<file path="config.mk">
export PLATFORM = sky130hd
export DESIGN_NAME = quick_union_disjoint_set
export DESIGN_NICKNAME = d
export VERILOG_FILES = /design/src/qu_pkg.sv /design/src/quick_union_disjoint_set.sv /design/src/qu_parent_ram.sv /design/src/qu_ctrl.sv
export SDC_FILE = /design/constraint.sdc
export NUM_CORES = 2
export LEC_CHECK = 0
export BUFFER_PORTS_ARGS = -buffer_cell sky130_fd_sc_hd__buf_2
export CAP_MARGIN = 0
export CORE_UTILIZATION = 40
export DETAILED_ROUTE_END_ITERATION = 7
export SLEW_MARGIN = 25
export SYNTH_ARGS = -nofsm -noshare
export SYNTH_HDL_FRONTEND = slang
export SYNTH_SLANG_ARGS = --single-unit
</file>
<file path="constraint.sdc">
create_clock -name clk -period 16.7 [get_ports clk]
set_clock_uncertainty 0.2 [all_clocks]
set_input_delay 3.34 -clock clk [delete_from_list [all_inputs] [get_ports clk]]
set_output_delay 3.34 -clock clk [all_outputs]
set_load 0.03 [all_outputs]
</file>
<file path="src/qu_pkg.sv">
`timescale 1ns / 1ps
// Shared types and constants of the quick-union disjoint-set engine.
package qu_pkg;

	// Element indices arrive as 8-bit words, so no more than 256 entries are reachable.
	localparam int IDX_W     = 8;
	localparam int MAX_DEPTH = 256;
	// Width that holds any legal element count, 65536 included.
	localparam int LIM_W     = 17;

	localparam logic KIND_UNION = 1'b0;
	localparam logic KIND_QUERY = 1'b1;

	typedef logic [IDX_W-1:0] idx_t;

	typedef struct packed {
		logic rd_en;
		idx_t rd_addr;
		logic wr_en;
		idx_t wr_addr;
		idx_t wr_data;
	} qu_mem_req_t;

endpackage

</file>
<file path="src/quick_union_disjoint_set.sv">
`timescale 1ns / 1ps
// Top level of the quick-union disjoint-set engine.
//
//   channel  handshake             word
//   command  start high, busy low  kind, first_element, second_element
//   result   done (one cycle)      are_connected
//
// A query walks the parent links from first_element up to its root and then from
// second_element up to its root; each link costs one read of the parent table.
// A union takes the same walk and ends with one write. A query with an index out
// of range is answered with zero in the following cycle; a union with one is dropped.
// After reset the table is swept once over min(ENTRIES, 256) entries, with busy held high.
// The receiver cannot stall: done lasts exactly one cycle.
module quick_union_disjoint_set import qu_pkg::*; #(
	parameter int ENTRIES = 256
) (
	input  logic       clk,
	input  logic       arst_n,
	input  logic       start,
	output logic       busy,
	input  logic       kind,
	input  logic [7:0] first_element,
	input  logic [7:0] second_element,
	output logic       done,
	output logic       are_connected
);

	localparam int DEPTH = (ENTRIES < MAX_DEPTH) ? ENTRIES : MAX_DEPTH;

	qu_mem_req_t req;
	idx_t        rd_data;

	qu_ctrl #(
		.ENTRIES(ENTRIES),
		.DEPTH  (DEPTH)
	) u_ctrl (
		.clk           (clk),
		.arst_n        (arst_n),
		.start         (start),
		.kind          (kind),
		.first_element (first_element),
		.second_element(second_element),
		.rd_data       (rd_data),
		.req           (req),
		.busy          (busy),
		.done          (done),
		.are_connected (are_connected)
	);

	qu_parent_ram #(
		.DEPTH(DEPTH)
	) u_ram (
		.clk    (clk),
		.req    (req),
		.rd_data(rd_data)
	);

endmodule

</file>
<file path="src/qu_parent_ram.sv">
`timescale 1ns / 1ps
// Parent table: one-port-read, one-port-write synchronous memory with a registered read.
module qu_parent_ram import qu_pkg::*; #(
	parameter int DEPTH = 256
) (
	input  logic        clk,
	input  qu_mem_req_t req,
	output idx_t        rd_data
);

	localparam int AW = $clog2(DEPTH);

	logic [AW-1:0] mem [DEPTH];
	logic [AW-1:0] rd_q;

	always_ff @(posedge clk) begin
		if (req.wr_en) begin
			mem[req.wr_addr[AW-1:0]] <= req.wr_data[AW-1:0];
		end
		if (req.rd_en) begin
			rd_q <= mem[req.rd_addr[AW-1:0]];
		end
	end

	assign rd_data = IDX_W'(rd_q);

endmodule

</file>
<file path="src/qu_ctrl.sv">
`timescale 1ns / 1ps
// Sequencer: clears the table after reset, walks parent links and applies unions.
module qu_ctrl import qu_pkg::*; #(
	parameter int ENTRIES = 256,
	parameter int DEPTH   = 256
) (
	input  logic        clk,
	input  logic        arst_n,
	input  logic        start,
	input  logic        kind,
	input  idx_t        first_element,
	input  idx_t        second_element,
	input  idx_t        rd_data,
	output qu_mem_req_t req,
	output logic        busy,
	output logic        done,
	output logic        are_connected
);

	typedef enum logic [3:0] {
		ST_CLEAR  = 4'b0001,
		ST_IDLE   = 4'b0010,
		ST_FIND_A = 4'b0100,
		ST_FIND_B = 4'b1000
	} state_t;

	state_t state_q;
	idx_t   node_q;
	idx_t   root_a_q;
	idx_t   b_q;
	idx_t   clr_q;
	logic   kind_q;
	logic   done_q;
	logic   conn_q;
	logic   in_range;
	logic   at_root;

	assign in_range = ({(LIM_W-IDX_W)'(0), first_element} < LIM_W'(ENTRIES)) &&
		({(LIM_W-IDX_W)'(0), second_element} < LIM_W'(ENTRIES));

	// The registered read word belongs to node_q; a self link marks the root.
	assign at_root = (rd_data == node_q);

	always_comb begin
		req = '0;
		unique case (state_q)
			ST_CLEAR: begin
				req.wr_en   = 1'b1;
				req.wr_addr = clr_q;
				req.wr_data = clr_q;
			end
			ST_IDLE: begin
				if (start && in_range) begin
					req.rd_en   = 1'b1;
					req.rd_addr = first_element;
				end
			end
			ST_FIND_A: begin
				req.rd_en   = 1'b1;
				req.rd_addr = at_root ? b_q : rd_data;
			end
			ST_FIND_B: begin
				if (at_root) begin
					req.wr_en   = (kind_q == KIND_UNION);
					req.wr_addr = root_a_q;
					req.wr_data = node_q;
				end else begin
					req.rd_en   = 1'b1;
					req.rd_addr = rd_data;
				end
			end
			default: req = '0;
		endcase
	end

	always_ff @(posedge clk or negedge arst_n) begin
		if (!arst_n) begin
			state_q <= ST_CLEAR;
			clr_q   <= '0;
			done_q  <= 1'b0;
			conn_q  <= 1'b0;
		end else begin
			done_q <= 1'b0;
			unique case (state_q)
				ST_CLEAR: begin
					clr_q <= clr_q + 1'b1;
					if (clr_q == IDX_W'(DEPTH-1)) begin
						state_q <= ST_IDLE;
					end
				end
				ST_IDLE: begin
					if (start) begin
						kind_q <= kind;
						b_q    <= second_element;
						node_q <= first_element;
						if (in_range) begin
							state_q <= ST_FIND_A;
						end else if (kind == KIND_QUERY) begin
							done_q <= 1'b1;
							conn_q <= 1'b0;
						end
					end
				end
				ST_FIND_A: begin
					if (at_root) begin
						root_a_q <= node_q;
						node_q   <= b_q;
						state_q  <= ST_FIND_B;
					end else begin
						node_q <= rd_data;
					end
				end
				ST_FIND_B: begin
					if (at_root) begin
						state_q <= ST_IDLE;
						if (kind_q == KIND_QUERY) begin
							done_q <= 1'b1;
							conn_q <= (root_a_q == node_q);
						end
					end else begin
						node_q <= rd_data;
					end
				end
				default: state_q <= ST_IDLE;
			endcase
		end
	end

	assign busy          = (state_q != ST_IDLE);
	assign done          = done_q;
	assign are_connected = conn_q;

endmodule

</file>
==> out/metrics.yaml <==
outcome:
  status: "complete, no violations"
worst_setup_path:
  required_ns: 17.20
  slowest_delay_ns: 0.83
  path_class: "in2reg"
  cp_cell_sequence: "buf_2, and3_1, a31oi_4, buf_12, and2_4, buf_4, buf_12, nor2_4, buf_4, a31oi_1, nand4_1, a22oi_1, mux2i_1, a22oi_1, a21boi_1"
  worstSetupStartpointType: "input port"
  crit_path_end_kind: "flop"
  r2r_start: "u_ram.rd_data[1]$_DFFE_PP_"
  r2r-end: "u_ram.rd_data[0]$_DFFE_PP_"
  rrSetupSlack_ns: 9.73
  cp_slowest_cell: "and2_4"
  cp_max_fo: 123
  r2r_cells: 14
  cp.arrival_ns: 8.92
timing:
  finalSetupTns_ns: 0
  rsz0062_at_grt: "false"
  setup_viol: 0
  max_freq_mhz: 119
  maxSlewHeadroom_pct: 18.2
  hold_violations: 0
  fin_crit_sh_pct: 50.4
  tightest_slew_ns: 1.23
  min_period_ns: 8.42
  slew_viol_final: 0
power:
  powerDensity_nw_per_um2: 163
  power_leakage_nw: 27.9
  power_mw: 15.2
  irDropWorstVdd_mv: 0.152
global_routing:
  grt_max_degree: 195
  track_usage_pct: 24.3
  grt_pass1_vias: 49800
  grt-ovfl-total: 0
  antenna_found_initial: 11
  grt_pass1_wl_um: 370000
yosys:
  syn-num-nets: 6025
  yosysMostFrequentCell: "edfxtp_1"
  synth_cell_type_count: 80
  syn-cell-area_sq_um: 84300
  synth-edff-count: 2081
  synth_cells: 6004
  synth_async_sr_flop_share_pct: 0.668
  ys_ff_latch: 2095
  yosys_warnings: 0
  synth_flop_cell: "edfxtp_1"
  syn_area_per_cell_sq_um: 14.0
  yosys.area.top_type: "edfxtp_1"
  yosys-top-cells-area: "edfxtp_1 74%, nand2_1 6.1%, nand3_1 3.0%"
  synthTopCellsByCount: "2081 x edfxtp_1, 1364 x nand2_1, 508 x nand3_1"
  yosysSeqAreaShare_pct: 74.6
  synth_top_area_share_pct: 74.2
min_path:
  min_path_type: "reg2reg"
  worstHoldStart: "u_ctrl.are_connected$_DFFE_PN0P_"
  holdPathStages: 2
  hold_end: "u_ctrl.are_connected$_DFFE_PN0P_"
die:
  core_area_sq_um: 209000
  dieArea_sq_um: 212000
  die_h_um: 461
  ios: 23
  die_x_um: 461
  initial_utilization_pct: 40.2
  rows: 168
layout:
  nNetsFinal: 5966
  drive_above_1_share_pct: 8.62
  finish.utilization_pct: 44.6
  area_delta_synth_final_pct: 10.9
  postLayoutCellArea_sq_um: 93400
clock_tree:
  cts-resized-gates: 0
  cts-root-buf: "clkbuf_16"
  clk_pin_slew_ns: 0.06
  tritoncts: "yes"
  htree_num_levels: 4
  numCtsBuffers: 206
  holdBufCountCts: 0
  cts_sinks: 2095
  clk_path_buf_depth: 3
  clk_latency_ns: 0.86
  cts_setup_buffers: 0
placed_design:
  port_buffers: 22
  dpl_cell_area_sq_um: 87000
  dpl.hpwl_um: 151000
  place.gp.congestion: 0.883
route:
  vias: 53200
  dr.first_iter.drc_count: 8124
  drc: 0
  viasPerCell: 5.97
  wl_per_cell_um: 29.4
  wirelength_um: 262000
  drt-pass1-iter-count: 6
  ant_nets: 0
run:
  max_cap_viol_count: 0
## worst max-delay path by stage
stage / startpoint / endpoint / slack [ns] / depth (start not counted)
floorplan: u_ctrl.node_q[1]$_DFFE_PP_ / u_ram.mem[0][5]$_DFFE_PP_ / 10.67 / 7
global placement: start / u_ram.rd_data[7]$_DFFE_PP_ / 7.75 / 15
detailed placement: start / u_ram.rd_data[7]$_DFFE_PP_ / 7.73 / 15
CTS: start / u_ram.rd_data[7]$_DFFE_PP_ / 8.59 / 15
global route: start / u_ram.rd_data[7]$_DFFE_PP_ / 8.39 / 15
finish: start / u_ram.rd_data[7]$_DFFE_PP_ / 8.28 / 15
## power by group
part | internal, mW | total (mW) | switching (mW) | leakage [nW]
clock | 2.47 | 4.47 | 1.99 | 3.08
combinational | 1.33 | 4.97 | 3.64 | 10.2
sequential | 5.74 | 5.80 | 0.0569 | 14.6
## cells in the final DEF (no fill, tap or decap), drive strengths merged, types with 10 or more instances in the layout
cell     count
o21ai       76
a211oi      93
dfrtp       13
edfxtp    2081
and3       127
nand3      508
nor2       373
inv         17
clkinv      92
a22oi       52
nand4       47
mux4        71
clkbuf     258
o2111ai     13
buf        135
nor3        14
nor4        16
bufinv      10
a21oi      165
o22ai       37
xor2        19
a32oi       62
mux2i      160
a31oi      154
nand2     1365
a221oi      23
## sequential cells by signal (all words and copies together) (netlist names)
register,count
u_ctrl.root_a_q,8
u_ctrl.b_q,8
u_ctrl.kind_q,1
u_ctrl.node_q,8
u_ctrl.state_q,4
u_ctrl.done,1
u_ram.rd_data,8
u_ctrl.clr_q,8
u_ram.mem,2048
u_ctrl.are_connected,1
## cell families after synthesis
group	after synthesis	synth area share (%)
AO/OA/AOI/OAI	760	6.16
XOR/XNOR	26	0.270
adder cells (fa/ha/maj)	1	0.0148
buffers and inverters	415	2.61
flip-flops	2095	74.6
multiplexers	233	3.84
AND/OR/NAND/NOR	2474	12.5
## layer usage
metal / track usage (%) / wire length, um / up-vias
li1: - / - / 22500
met1: 33.4 / 103000 / 27000
met2: 37.3 / 119000 / 3168
met3: 5.67 / 28900 / 523
met4: 9.18 / 10900 / 2
met5: 0 / 13 / -
## per-stage QoR
stage | hold slack [ns] | std cells | setup slack [ns]
global placement | 0.330 | 8540 | 7.75
global route | 0.363 | 8909 | 8.39
CTS | 0.344 | 8906 | 8.59
floorplan | 0.293 | 6004 | 10.67
detailed placement | 0.335 | 8540 | 7.73
finish | 0.339 | 8911 | 8.28
## worst max-delay path, delay by kind of cell
kind | cells | cell delay (ns)
buffers and inverters | 5 | 2.12
AND/OR/NAND/NOR | 4 | 1.28
AO/OA/AOI/OAI | 5 | 1.44
multiplexers | 1 | 0.34
## cell type report
cell class / count / area, sq um
Tap cell: 2805 / 3510
Fill cell: 18500 / 116000
Inverter: 13 / 48.8
Clock buffer: 258 / 5500
Antenna cell: 3 / 7.51
Multi-Input combinational cell: 3494 / 19500
Sequential cell: 2095 / 62800
Timing Repair Buffer: 135 / 1180
Clock inverter: 108 / 841
Power figures use the tool's default switching activity.
